`config.mk`:
```
export PLATFORM = sky130hd
export DESIGN_NAME = neighbor_table_tracker_flat
export DESIGN_NICKNAME = d
export VERILOG_FILES = /design/src/hdl/nbt_pkg.sv /design/src/hdl/nbt_if.sv /design/src/hdl/nbt_front.sv /design/src/hdl/nbt_back.sv /design/src/hdl/neighbor_table_tracker.sv /design/src/flat_wrapper.sv
export SDC_FILE = /design/constraint.sdc
export NUM_CORES = 2
export LEC_CHECK = 0
export ABC_CLOCK_PERIOD_IN_PS = 12300
export BUFFER_PORTS_ARGS = -buffer_cell sky130_fd_sc_hd__buf_2
export CORE_ASPECT_RATIO = 0.7
export CORE_MARGIN = 2
export CORE_UTILIZATION = 36
export CTS_CLUSTER_DIAMETER = 200
export CTS_CLUSTER_SIZE = 16
export DETAILED_ROUTE_END_ITERATION = 8
export HOLD_SLACK_MARGIN = 0.03
export SYNTH_ARGS = -nofsm -noshare
export SYNTH_HDL_FRONTEND = slang
export SYNTH_SLANG_ARGS = --single-unit
```
`constraint.sdc`:
```
create_clock -name i_clk -period 12.3 [get_ports i_clk]
set_input_delay 2.46 -clock i_clk [delete_from_list [all_inputs] [get_ports i_clk]]
set_output_delay 2.46 -clock i_clk [all_outputs]
set_load 0.02 [all_outputs]
```
`src/hdl/nbt_pkg.sv`:
```
// Shared types and constants for the neighbor table tracker.
package nbt_pkg;

    localparam int DEF_TABLE_DEPTH = 16;
    localparam int DEF_BEACON_MIN_LENGTH = 14;
    localparam int ID_W = 48;
    localparam int TIME_W = 32;
    localparam int MAGIC_W = 16;
    localparam int LEN_W = 8;
    localparam int DBM_W = 8;
    localparam int OCC_W = 5;
    localparam int CFG_IDX_W = 8;

    localparam logic [TIME_W-1:0] RST_TIMEOUT = 32'd30000;
    localparam logic [MAGIC_W-1:0] RST_MAGIC = 16'h5453;

    localparam logic [CFG_IDX_W-1:0] REG_OWN_ID = 8'd0;
    localparam logic [CFG_IDX_W-1:0] REG_TIMEOUT = 8'd1;
    localparam logic [CFG_IDX_W-1:0] REG_MAGIC = 8'd2;

    typedef enum logic [2:0] {
        ST_SHORT = 3'd0,
        ST_BAD_MAGIC = 3'd1,
        ST_OWN_ID = 3'd2,
        ST_UPDATED = 3'd3,
        ST_ADDED = 3'd4,
        ST_FULL = 3'd5,
        ST_TIMED_OUT = 3'd6,
        ST_TICK_DONE = 3'd7
    } t_status;

    typedef enum logic [1:0] {
        K_REJECT,
        K_BEACON,
        K_TICK
    } t_kind;

    typedef struct packed {
        logic [ID_W-1:0] own_id;
        logic [TIME_W-1:0] timeout;
        logic [MAGIC_W-1:0] magic;
    } t_cfg;

    typedef struct packed {
        t_kind kind;
        t_status status;
        logic [TIME_W-1:0] now_ms;
        logic [ID_W-1:0] sender_id;
        logic signed [DBM_W-1:0] signal_dbm;
    } t_job;

endpackage

```
`src/hdl/nbt_if.sv`:
```
// Channel interfaces of the neighbor table tracker.
interface nbt_in_if;
    logic valid;
    logic ready;
    logic operation;
    logic [nbt_pkg::TIME_W-1:0] now_ms;
    logic [nbt_pkg::LEN_W-1:0] beacon_length;
    logic [nbt_pkg::MAGIC_W-1:0] magic_word;
    logic [nbt_pkg::ID_W-1:0] sender_id;
    logic signed [nbt_pkg::DBM_W-1:0] signal_dbm;
    modport source (output valid, operation, now_ms, beacon_length, magic_word,
                    sender_id, signal_dbm, input ready);
    modport sink (input valid, operation, now_ms, beacon_length, magic_word,
                  sender_id, signal_dbm, output ready);
endinterface

interface nbt_out_if;
    logic valid;
    logic ready;
    logic [2:0] status;
    logic [nbt_pkg::ID_W-1:0] node_id;
    logic signed [nbt_pkg::DBM_W-1:0] mean_dbm;
    logic [nbt_pkg::OCC_W-1:0] occupancy;
    logic last;
    modport source (output valid, status, node_id, mean_dbm, occupancy, last,
                    input ready);
    modport sink (input valid, status, node_id, mean_dbm, occupancy, last,
                  output ready);
endinterface

interface nbt_cfg_if;
    logic valid;
    logic ready;
    logic [nbt_pkg::CFG_IDX_W-1:0] index;
    logic [nbt_pkg::ID_W-1:0] data;
    modport source (output valid, index, data, input ready);
    modport sink (input valid, index, data, output ready);
endinterface

```
`src/hdl/nbt_front.sv`:
```
// Front end: checks incoming beats and queues classified jobs.
module nbt_front #(
    parameter int BEACON_MIN_LENGTH = nbt_pkg::DEF_BEACON_MIN_LENGTH
) (
    input  logic           i_clk,
    input  logic           i_rst_n,
    nbt_in_if.sink         i_in,
    input  nbt_pkg::t_cfg  i_cfg,
    output logic           o_job_valid,
    input  logic           i_job_ready,
    output nbt_pkg::t_job  o_job
);
    localparam logic [nbt_pkg::LEN_W-1:0] MIN_LEN = nbt_pkg::LEN_W'(BEACON_MIN_LENGTH);

    nbt_pkg::t_job r_q [2];
    logic r_wr;
    logic r_rd;
    logic [1:0] r_cnt;
    nbt_pkg::t_job n_job;
    logic push;
    logic pop;

    always_comb begin
        n_job.now_ms = i_in.now_ms;
        n_job.sender_id = i_in.sender_id;
        n_job.signal_dbm = i_in.signal_dbm;
        n_job.kind = nbt_pkg::K_REJECT;
        n_job.status = nbt_pkg::ST_SHORT;
        if (i_in.operation) begin
            n_job.kind = nbt_pkg::K_TICK;
        end else if (i_in.beacon_length < MIN_LEN) begin
            n_job.status = nbt_pkg::ST_SHORT;
        end else if (i_in.magic_word != i_cfg.magic) begin
            n_job.status = nbt_pkg::ST_BAD_MAGIC;
        end else if (i_in.sender_id == i_cfg.own_id) begin
            n_job.status = nbt_pkg::ST_OWN_ID;
        end else begin
            n_job.kind = nbt_pkg::K_BEACON;
        end
    end

    assign i_in.ready = (r_cnt != 2'd2);
    assign push = i_in.valid && i_in.ready;
    assign o_job_valid = (r_cnt != 2'd0);
    assign o_job = r_q[r_rd];
    assign pop = o_job_valid && i_job_ready;

    always_ff @(posedge i_clk) begin
        if (push) begin
            r_q[r_wr] <= n_job;
        end
    end

    always_ff @(posedge i_clk) begin
        if (!i_rst_n) begin
            r_wr <= 1'b0;
            r_rd <= 1'b0;
            r_cnt <= 2'd0;
        end else begin
            if (push) begin
                r_wr <= ~r_wr;
            end
            if (pop) begin
                r_rd <= ~r_rd;
            end
            if (push && !pop) begin
                r_cnt <= r_cnt + 2'd1;
            end else if (pop && !push) begin
                r_cnt <= r_cnt - 2'd1;
            end
        end
    end
endmodule

```
`src/hdl/nbt_back.sv`:
```
// Back end: neighbor table, search and timeout scan, result register.
module nbt_back #(
    parameter int TABLE_DEPTH = nbt_pkg::DEF_TABLE_DEPTH
) (
    input  logic           i_clk,
    input  logic           i_rst_n,
    input  nbt_pkg::t_cfg  i_cfg,
    input  logic           i_job_valid,
    output logic           o_job_ready,
    input  nbt_pkg::t_job  i_job,
    nbt_out_if.source      o_out
);
    localparam int CW = $clog2(TABLE_DEPTH + 1);
    localparam int IW = (TABLE_DEPTH > 1) ? $clog2(TABLE_DEPTH) : 1;
    localparam logic [CW-1:0] FULL = CW'(TABLE_DEPTH);

    typedef enum logic [1:0] {
        S_IDLE,
        S_SEARCH,
        S_SCAN
    } t_state;

    logic [nbt_pkg::ID_W-1:0] r_ids [TABLE_DEPTH];
    logic signed [nbt_pkg::DBM_W-1:0] r_last [TABLE_DEPTH];
    logic signed [nbt_pkg::DBM_W-1:0] r_mean [TABLE_DEPTH];
    logic [nbt_pkg::TIME_W-1:0] r_seen [TABLE_DEPTH];

    t_state r_state, n_state;
    nbt_pkg::t_job r_job, n_job;
    logic [CW-1:0] r_pos, n_pos;
    logic [CW-1:0] r_count, n_count;

    logic r_out_valid, n_out_valid;
    nbt_pkg::t_status r_st, n_st;
    logic [nbt_pkg::ID_W-1:0] r_nid, n_nid;
    logic signed [nbt_pkg::DBM_W-1:0] r_om, n_om;
    logic [CW-1:0] r_occ, n_occ;
    logic r_fin, n_fin;

    logic free;
    logic emit;
    logic do_upd;
    logic do_app;
    logic do_rm;
    logic [CW-1:0] scan_pos;
    logic [IW-1:0] s_idx;
    logic [IW-1:0] c_idx;
    logic [IW-1:0] a_idx;
    logic signed [nbt_pkg::DBM_W:0] sum;
    logic signed [nbt_pkg::DBM_W:0] half;
    logic signed [nbt_pkg::DBM_W-1:0] new_mean;
    logic [nbt_pkg::TIME_W-1:0] age;

    assign free = !r_out_valid || o_out.ready;
    assign scan_pos = r_pos - CW'(1);
    assign s_idx = r_pos[IW-1:0];
    assign c_idx = scan_pos[IW-1:0];
    assign a_idx = r_count[IW-1:0];
    assign sum = (nbt_pkg::DBM_W+1)'(r_mean[s_idx]) + (nbt_pkg::DBM_W+1)'(r_job.signal_dbm);
    assign half = (sum + ((nbt_pkg::DBM_W+1)'(sum[nbt_pkg::DBM_W]))) >>> 1;
    assign new_mean = half[nbt_pkg::DBM_W-1:0];
    assign age = r_job.now_ms - r_seen[c_idx];

    always_comb begin
        n_state = r_state;
        n_job = r_job;
        n_pos = r_pos;
        n_count = r_count;
        o_job_ready = 1'b0;
        emit = 1'b0;
        do_upd = 1'b0;
        do_app = 1'b0;
        do_rm = 1'b0;
        n_st = nbt_pkg::ST_TICK_DONE;
        n_nid = '0;
        n_om = '0;
        n_fin = 1'b1;
        if (free) begin
            unique case (r_state)
                S_IDLE: begin
                    o_job_ready = 1'b1;
                    if (i_job_valid) begin
                        n_job = i_job;
                        unique case (i_job.kind)
                            nbt_pkg::K_BEACON: begin
                                n_state = S_SEARCH;
                                n_pos = '0;
                            end
                            nbt_pkg::K_TICK: begin
                                n_state = S_SCAN;
                                n_pos = r_count;
                            end
                            default: begin
                                emit = 1'b1;
                                n_st = i_job.status;
                            end
                        endcase
                    end
                end
                S_SEARCH: begin
                    if (r_pos == r_count) begin
                        emit = 1'b1;
                        n_state = S_IDLE;
                        if (r_count == FULL) begin
                            n_st = nbt_pkg::ST_FULL;
                        end else begin
                            do_app = 1'b1;
                            n_count = r_count + CW'(1);
                            n_st = nbt_pkg::ST_ADDED;
                            n_nid = r_job.sender_id;
                            n_om = r_job.signal_dbm;
                        end
                    end else if (r_ids[s_idx] == r_job.sender_id) begin
                        emit = 1'b1;
                        do_upd = 1'b1;
                        n_state = S_IDLE;
                        n_st = nbt_pkg::ST_UPDATED;
                        n_nid = r_job.sender_id;
                        n_om = new_mean;
                    end else begin
                        n_pos = r_pos + CW'(1);
                    end
                end
                S_SCAN: begin
                    if (r_pos == '0) begin
                        emit = 1'b1;
                        n_state = S_IDLE;
                    end else begin
                        n_pos = scan_pos;
                        if (age >= i_cfg.timeout) begin
                            emit = 1'b1;
                            do_rm = 1'b1;
                            n_count = r_count - CW'(1);
                            n_st = nbt_pkg::ST_TIMED_OUT;
                            n_nid = r_ids[c_idx];
                            n_fin = 1'b0;
                        end
                    end
                end
                default: begin
                    n_state = S_IDLE;
                end
            endcase
        end
        n_occ = n_count;
        n_out_valid = emit ? 1'b1 : (free ? 1'b0 : r_out_valid);
    end

    always_ff @(posedge i_clk) begin
        if (do_upd) begin
            r_seen[s_idx] <= r_job.now_ms;
            r_last[s_idx] <= r_job.signal_dbm;
            r_mean[s_idx] <= new_mean;
        end
        if (do_app) begin
            r_ids[a_idx] <= r_job.sender_id;
            r_seen[a_idx] <= r_job.now_ms;
            r_last[a_idx] <= r_job.signal_dbm;
            r_mean[a_idx] <= r_job.signal_dbm;
        end
        if (do_rm) begin
            for (int j = 0; j < TABLE_DEPTH - 1; j++) begin
                if ((CW'(j) >= scan_pos) && (CW'(j + 1) < r_count)) begin
                    r_ids[j] <= r_ids[j + 1];
                    r_seen[j] <= r_seen[j + 1];
                    r_last[j] <= r_last[j + 1];
                    r_mean[j] <= r_mean[j + 1];
                end
            end
        end
        if (emit) begin
            r_st <= n_st;
            r_nid <= n_nid;
            r_om <= n_om;
            r_occ <= n_occ;
            r_fin <= n_fin;
        end
        r_job <= n_job;
        r_pos <= n_pos;
    end

    always_ff @(posedge i_clk) begin
        if (!i_rst_n) begin
            r_state <= S_IDLE;
            r_count <= '0;
            r_out_valid <= 1'b0;
        end else begin
            r_state <= n_state;
            r_count <= n_count;
            r_out_valid <= n_out_valid;
        end
    end

    assign o_out.valid = r_out_valid;
    assign o_out.status = r_st;
    assign o_out.node_id = r_nid;
    assign o_out.mean_dbm = r_om;
    assign o_out.occupancy = nbt_pkg::OCC_W'(r_occ);
    assign o_out.last = r_fin;
endmodule

```
`src/hdl/neighbor_table_tracker.sv`:
```
// Top level of the neighbor table tracker: configuration registers and wiring.
//
// Channel  Direction  Contents
// i_in     in         operation, now_ms, beacon_length, magic_word, sender_id, signal_dbm
// o_out    out        status, node_id, mean_dbm, occupancy, last
// i_cfg    in         register index and write data, always ready
//
// A beacon's result follows a search of the table entries in order, until a match or the end.
// A tick closes after a scan from the last entry down to the first; each removal is done in its scan step.
// A rejected beacon gives its result straight from the queue, with no search.
// The engine stays frozen while a result waits on o_out.
// The two-entry queue keeps accepting beats meanwhile and holds off i_in once it is full.
// Reset is synchronous and empties the table and queue at once.
module neighbor_table_tracker #(
    parameter int TABLE_DEPTH = nbt_pkg::DEF_TABLE_DEPTH,
    parameter int BEACON_MIN_LENGTH = nbt_pkg::DEF_BEACON_MIN_LENGTH
) (
    input  logic      i_clk,
    input  logic      i_rst_n,
    nbt_in_if.sink    i_in,
    nbt_out_if.source o_out,
    nbt_cfg_if.sink   i_cfg
);
    nbt_pkg::t_cfg r_cfg;
    logic job_valid;
    logic job_ready;
    nbt_pkg::t_job job;

    assign i_cfg.ready = 1'b1;

    always_ff @(posedge i_clk) begin
        if (!i_rst_n) begin
            r_cfg.own_id <= '0;
            r_cfg.timeout <= nbt_pkg::RST_TIMEOUT;
            r_cfg.magic <= nbt_pkg::RST_MAGIC;
        end else if (i_cfg.valid) begin
            unique case (i_cfg.index)
                nbt_pkg::REG_OWN_ID: r_cfg.own_id <= i_cfg.data;
                nbt_pkg::REG_TIMEOUT: r_cfg.timeout <= i_cfg.data[nbt_pkg::TIME_W-1:0];
                nbt_pkg::REG_MAGIC: r_cfg.magic <= i_cfg.data[nbt_pkg::MAGIC_W-1:0];
                default: begin
                end
            endcase
        end
    end

    nbt_front #(
        .BEACON_MIN_LENGTH(BEACON_MIN_LENGTH)
    ) u_front (
        .i_clk(i_clk),
        .i_rst_n(i_rst_n),
        .i_in(i_in),
        .i_cfg(r_cfg),
        .o_job_valid(job_valid),
        .i_job_ready(job_ready),
        .o_job(job)
    );

    nbt_back #(
        .TABLE_DEPTH(TABLE_DEPTH)
    ) u_back (
        .i_clk(i_clk),
        .i_rst_n(i_rst_n),
        .i_cfg(r_cfg),
        .i_job_valid(job_valid),
        .o_job_ready(job_ready),
        .i_job(job),
        .o_out(o_out)
    );
endmodule
```
`src/flat_wrapper.sv`:
```
// flat-port wrapper written by rule: the top's interface ports become plain ports
module neighbor_table_tracker_flat 
#(
    parameter int TABLE_DEPTH = nbt_pkg::DEF_TABLE_DEPTH,
    parameter int BEACON_MIN_LENGTH = nbt_pkg::DEF_BEACON_MIN_LENGTH
)
  (i_clk, i_rst_n, i_in_valid, i_in_operation, i_in_now_ms, i_in_beacon_length, i_in_magic_word, i_in_sender_id, i_in_signal_dbm, i_in_ready, o_out_valid, o_out_status, o_out_node_id, o_out_mean_dbm, o_out_occupancy, o_out_last, o_out_ready, i_cfg_valid, i_cfg_index, i_cfg_data, i_cfg_ready);
  nbt_in_if i_in_i ();
  nbt_out_if o_out_i ();
  nbt_cfg_if i_cfg_i ();
  input  logic i_clk;
  input  logic i_rst_n;
  input wire logic [$bits(i_in_i.valid)-1:0] i_in_valid;
  input wire logic [$bits(i_in_i.operation)-1:0] i_in_operation;
  input wire logic [$bits(i_in_i.now_ms)-1:0] i_in_now_ms;
  input wire logic [$bits(i_in_i.beacon_length)-1:0] i_in_beacon_length;
  input wire logic [$bits(i_in_i.magic_word)-1:0] i_in_magic_word;
  input wire logic [$bits(i_in_i.sender_id)-1:0] i_in_sender_id;
  input wire logic [$bits(i_in_i.signal_dbm)-1:0] i_in_signal_dbm;
  output wire logic [$bits(i_in_i.ready)-1:0] i_in_ready;
  output wire logic [$bits(o_out_i.valid)-1:0] o_out_valid;
  output wire logic [$bits(o_out_i.status)-1:0] o_out_status;
  output wire logic [$bits(o_out_i.node_id)-1:0] o_out_node_id;
  output wire logic [$bits(o_out_i.mean_dbm)-1:0] o_out_mean_dbm;
  output wire logic [$bits(o_out_i.occupancy)-1:0] o_out_occupancy;
  output wire logic [$bits(o_out_i.last)-1:0] o_out_last;
  input wire logic [$bits(o_out_i.ready)-1:0] o_out_ready;
  input wire logic [$bits(i_cfg_i.valid)-1:0] i_cfg_valid;
  input wire logic [$bits(i_cfg_i.index)-1:0] i_cfg_index;
  input wire logic [$bits(i_cfg_i.data)-1:0] i_cfg_data;
  output wire logic [$bits(i_cfg_i.ready)-1:0] i_cfg_ready;
  assign i_in_i.valid = i_in_valid;
  assign i_in_i.operation = i_in_operation;
  assign i_in_i.now_ms = i_in_now_ms;
  assign i_in_i.beacon_length = i_in_beacon_length;
  assign i_in_i.magic_word = i_in_magic_word;
  assign i_in_i.sender_id = i_in_sender_id;
  assign i_in_i.signal_dbm = i_in_signal_dbm;
  assign i_in_ready = i_in_i.ready;
  assign o_out_valid = o_out_i.valid;
  assign o_out_status = o_out_i.status;
  assign o_out_node_id = o_out_i.node_id;
  assign o_out_mean_dbm = o_out_i.mean_dbm;
  assign o_out_occupancy = o_out_i.occupancy;
  assign o_out_last = o_out_i.last;
  assign o_out_i.ready = o_out_ready;
  assign i_cfg_i.valid = i_cfg_valid;
  assign i_cfg_i.index = i_cfg_index;
  assign i_cfg_i.data = i_cfg_data;
  assign i_cfg_ready = i_cfg_i.ready;
  neighbor_table_tracker #(.TABLE_DEPTH(TABLE_DEPTH), .BEACON_MIN_LENGTH(BEACON_MIN_LENGTH)) u_core (.i_clk(i_clk), .i_rst_n(i_rst_n), .i_in(i_in_i), .o_out(o_out_i), .i_cfg(i_cfg_i));
endmodule
```
==> impl_metrics.env <==
export IMPL_outcome="finished clean"
export IMPL_synth_common_cells="edfxtp_1, mux2_2, nand2_1"
export IMPL_cts_setup_buffers=0
export IMPL_finalCriticalPeriod_ns=11.22
export IMPL_min_path_type="register to register"
export IMPL_critPathArrivalTime_ns=11.73
export IMPL_hold_viol=0
export IMPL_fin_cells=11062
export IMPL_synthFlopType="edfxtp_1"
export IMPL_cts_buffer_depth=4
export IMPL_vias=68502
export IMPL_post_dp_hpwl_um=209700
export IMPL_worstPathMaxFanout=120
export IMPL_nNetsFinal=7625
export IMPL_fmax_mhz=89.10
export IMPL_async_reset_ff_share_pct=0
export IMPL_htree_levels=4
export IMPL_fp_row_count=160
export IMPL_drc=0
export IMPL_synth_area_leader_cell="edfxtp_1"
export IMPL_wl_met3_um=46390
export IMPL_peakVddDrop_v=0.0003130
export IMPL_multiInputGateArea_um2=41160
export IMPL_grt_max_degree=173
export IMPL_wl_met1_um=146500
export IMPL_portBuffers=239
export IMPL_first_global_vias=64538
export IMPL_grt_overflow=0
export IMPL_drtAntennaViolNets=0
export IMPL_vias_per_cell=6.193
export IMPL_start_util_pct=36.22
export IMPL_place_ws_ns=1.449
export IMPL_avgSynthCellArea_um2=13.21
export IMPL_synth_edf_count=1750
export IMPL_totalWireLength_um=345600
export IMPL_grt_pass1_wl_um=484400
export IMPL_rsz0062_at_grt="no"
export IMPL_critPathMaxStageDelay_ns=1.06
export IMPL_worstMarginPinSlew_ns=1.435
export IMPL_top_layer="met5"
export IMPL_p_per_area_nw_per_um2=302.1
export IMPL_worst_path_buf_inv=5
export IMPL_setup_tns_ns=0
export IMPL_critical_path_class="register to register"
export IMPL_fillers=25199
export IMPL_dr_pass1_iters=6
export IMPL_clkLatencyLatePin_ns=0.88
export IMPL_slowest_stage="xnor2_2"
export IMPL_dpl_cell_count=10863
export IMPL_cts_buffers=142
export IMPL_postCtsHoldBufs=0
export IMPL_synth_nets=7709
export IMPL_track_usage_pct=23.99
export IMPL_synth_area_top_cells="edfxtp_1, mux2_2, mux4_2"
export IMPL_syn_inst=7446
export IMPL_cp_top_family="simple AND/OR/NAND/NOR gates"
export IMPL_post_route_period_util_pct=91.25
export IMPL_required_ns=12.81
export IMPL_worstSetupStartpointType="register"
export IMPL_gp_congestion=0.9165
export IMPL_cts_root_buffer="clkbuf_16"
export IMPL_die_area_um2=277600
export IMPL_syn_cell_area_um2=98380
export IMPL_yosysMostFrequentCell="edfxtp_1"
export IMPL_setup_violations=0
export IMPL_antenna_found_initial=40
export IMPL_clk_pin_slew_ns=0.08
export IMPL_chipWidth_um=628.8
export IMPL_maxCapViolations=0
export IMPL_ys_warn_count=0
export IMPL_cts_sinks=1863
export IMPL_maxSlewHeadroom_pct=3.450
export IMPL_die_h_um=441.4
export IMPL_first_iter_violations=10154
export IMPL_setup_slack_ns=1.077
export IMPL_slew_viol_final=0
export IMPL_cts_tree="yes"
export IMPL_met2_length_um=141600
export IMPL_ys_ff_latch=1863
export IMPL_p_leak_nw=35.23
export IMPL_seq_area_um2=54830
export IMPL_synthDominantCellAreaShare_pct=53.41
export IMPL_core_um2=271700
export IMPL_layout_drive_gt1_share_pct=30.96
export IMPL_synth_cell_types=77
export IMPL_area_growth_pct=9.644
export IMPL_io_pins=242
export IMPL_cp_end_kind="register"
export IMPL_postCtsResizedCells=0
export IMPL_post_drt_wl_per_cell_um=31.24
export IMPL_synth_seq_area_share_pct=55.71
export IMPL_skew_ns=0.06404
==> path summary, 6_finish.rpt <==
check | startpoint | to | slack (ns) | cells past startpoint
worst max-delay path | u_core.u_back.r_pos[0] | u_core.u_back.r_ids[10][33] | 1.08 | 30
worst min-delay path | u_core.r_cfg[19] | u_core.r_cfg[19] | 0.46 | 2
worst max register to register | u_core.u_back.r_pos[0] | u_core.u_back.r_ids[10][33] | 1.08 | 30
worst min register to register | u_core.r_cfg[19] | u_core.r_cfg[19] | 0.46 | 2
==> layer usage <==
layer	GRT usage [%]	vias to the layer above
li1	-	28462
met1	34.80	34942
met2	33.87	4424
met3	7.769	642
met4	7.182	32
met5	0	-
==> logic make-up (layout without fill, tap and decap cells) <==
kind of cell | Yosys count | in the layout | synth area share (%)
buf+inv | 729 | 676 | 3.045
mux | 1908 | 1908 | 23.82
simple gates | 1496 | 1496 | 6.742
fa+ha+maj | 89 | 89 | 1.147
flops | 1863 | 1863 | 55.71
other cells | 1 | 25 | 0.003812
xor+xnor | 191 | 191 | 1.700
compound gates | 1169 | 1169 | 7.826
==> cell usage in the layout (no fill, tap or decap), types with 10 or more instances in the layout <==
| master | count |
|---|---|
| buf_12 | 44 |
| mux2_2 | 1416 |
| a211oi_1 | 10 |
| mux4_2 | 205 |
| nor3b_1 | 63 |
| o21ai_4 | 10 |
| mux2i_1 | 285 |
| nand2b_1 | 12 |
| buf_4 | 156 |
| edfxtp_1 | 1750 |
| xor2_1 | 105 |
| nand3_1 | 37 |
| nand2_4 | 11 |
| a22oi_1 | 74 |
| clkbuf_16 | 145 |
| a21o_1 | 29 |
| buf_2 | 239 |
| inv_1 | 59 |
| nand4_1 | 23 |
| nor2_1 | 470 |
| a2111oi_0 | 81 |
| a22o_1 | 56 |
| and2_1 | 15 |
| nor3_1 | 236 |
| o21ai_0 | 182 |
| xnor2_1 | 82 |
| dfxtp_1 | 108 |
| a31oi_1 | 165 |
| nand2_1 | 521 |
| and3_1 | 21 |
| a311oi_1 | 56 |
| a221o_1 | 58 |
| o22ai_1 | 38 |
| clkbuf_1 | 25 |
| nor4_1 | 25 |
| nor2b_1 | 15 |
| diode_2 | 24 |
| a21oi_1 | 318 |
| ha_1 | 86 |
==> tightest hold or removal path, cell delays in order (launching register included) <==
cell     delay [ns]
dfxtp_1        0.31
nand2_1        0.05
a21oi_1        0.05
==> layout make-up <==
cell class              instances  share of cell area (%)
flip-flops and latches       1863                   50.83
multi-input cells            4854                   38.15
well taps                    3645                   4.228
clock buffers                 170                   3.451
repair buffers                439                   3.011
inverters                      62                  0.2157
clock inverters                 5                 0.05684
diodes                         24                 0.05568
==> registers in the layout, indices dropped and copies added (netlist names), 2 cells and up, named ones only <==
signal and count:
u_core.r_cfg 96, u_core.u_back.o_out.mean_dbm 8, u_core.u_back.o_out.node_id 48, u_core.u_back.o_out.occupancy 5, u_core.u_back.o_out.status 3, u_core.u_back.r_count 5
u_core.u_back.r_ids 768, u_core.u_back.r_job 88, u_core.u_back.r_mean 128, u_core.u_back.r_pos 5, u_core.u_back.r_seen 512, u_core.u_back.r_state 2
u_core.u_front.r_cnt 2, u_core.u_front.r_q 184
==> where the power goes <==
part	internal (mW)	switching [mW]	total (mW)
clock	2.13	2.30	4.43
combinational	6.94	11.7	18.6
sequential	8.57	0.941	9.51
total	17.6	14.9	32.6
==> through the flow <==
step	hold WS (ns)	power (mW)	util [%]	area (um2)
final	0.4648	32.59	39.71	107900
after global routing	0.4854	34.07	39.69	107800
after CTS	0.4674	32.07	39.69	107800
after detailed placement	0.4529	27.61	38.29	104000
after global placement	0.4495	27.32	38.29	104000
after floorplan	0.4244	21.09	-	98380
(Power assumes the default switching activity.)
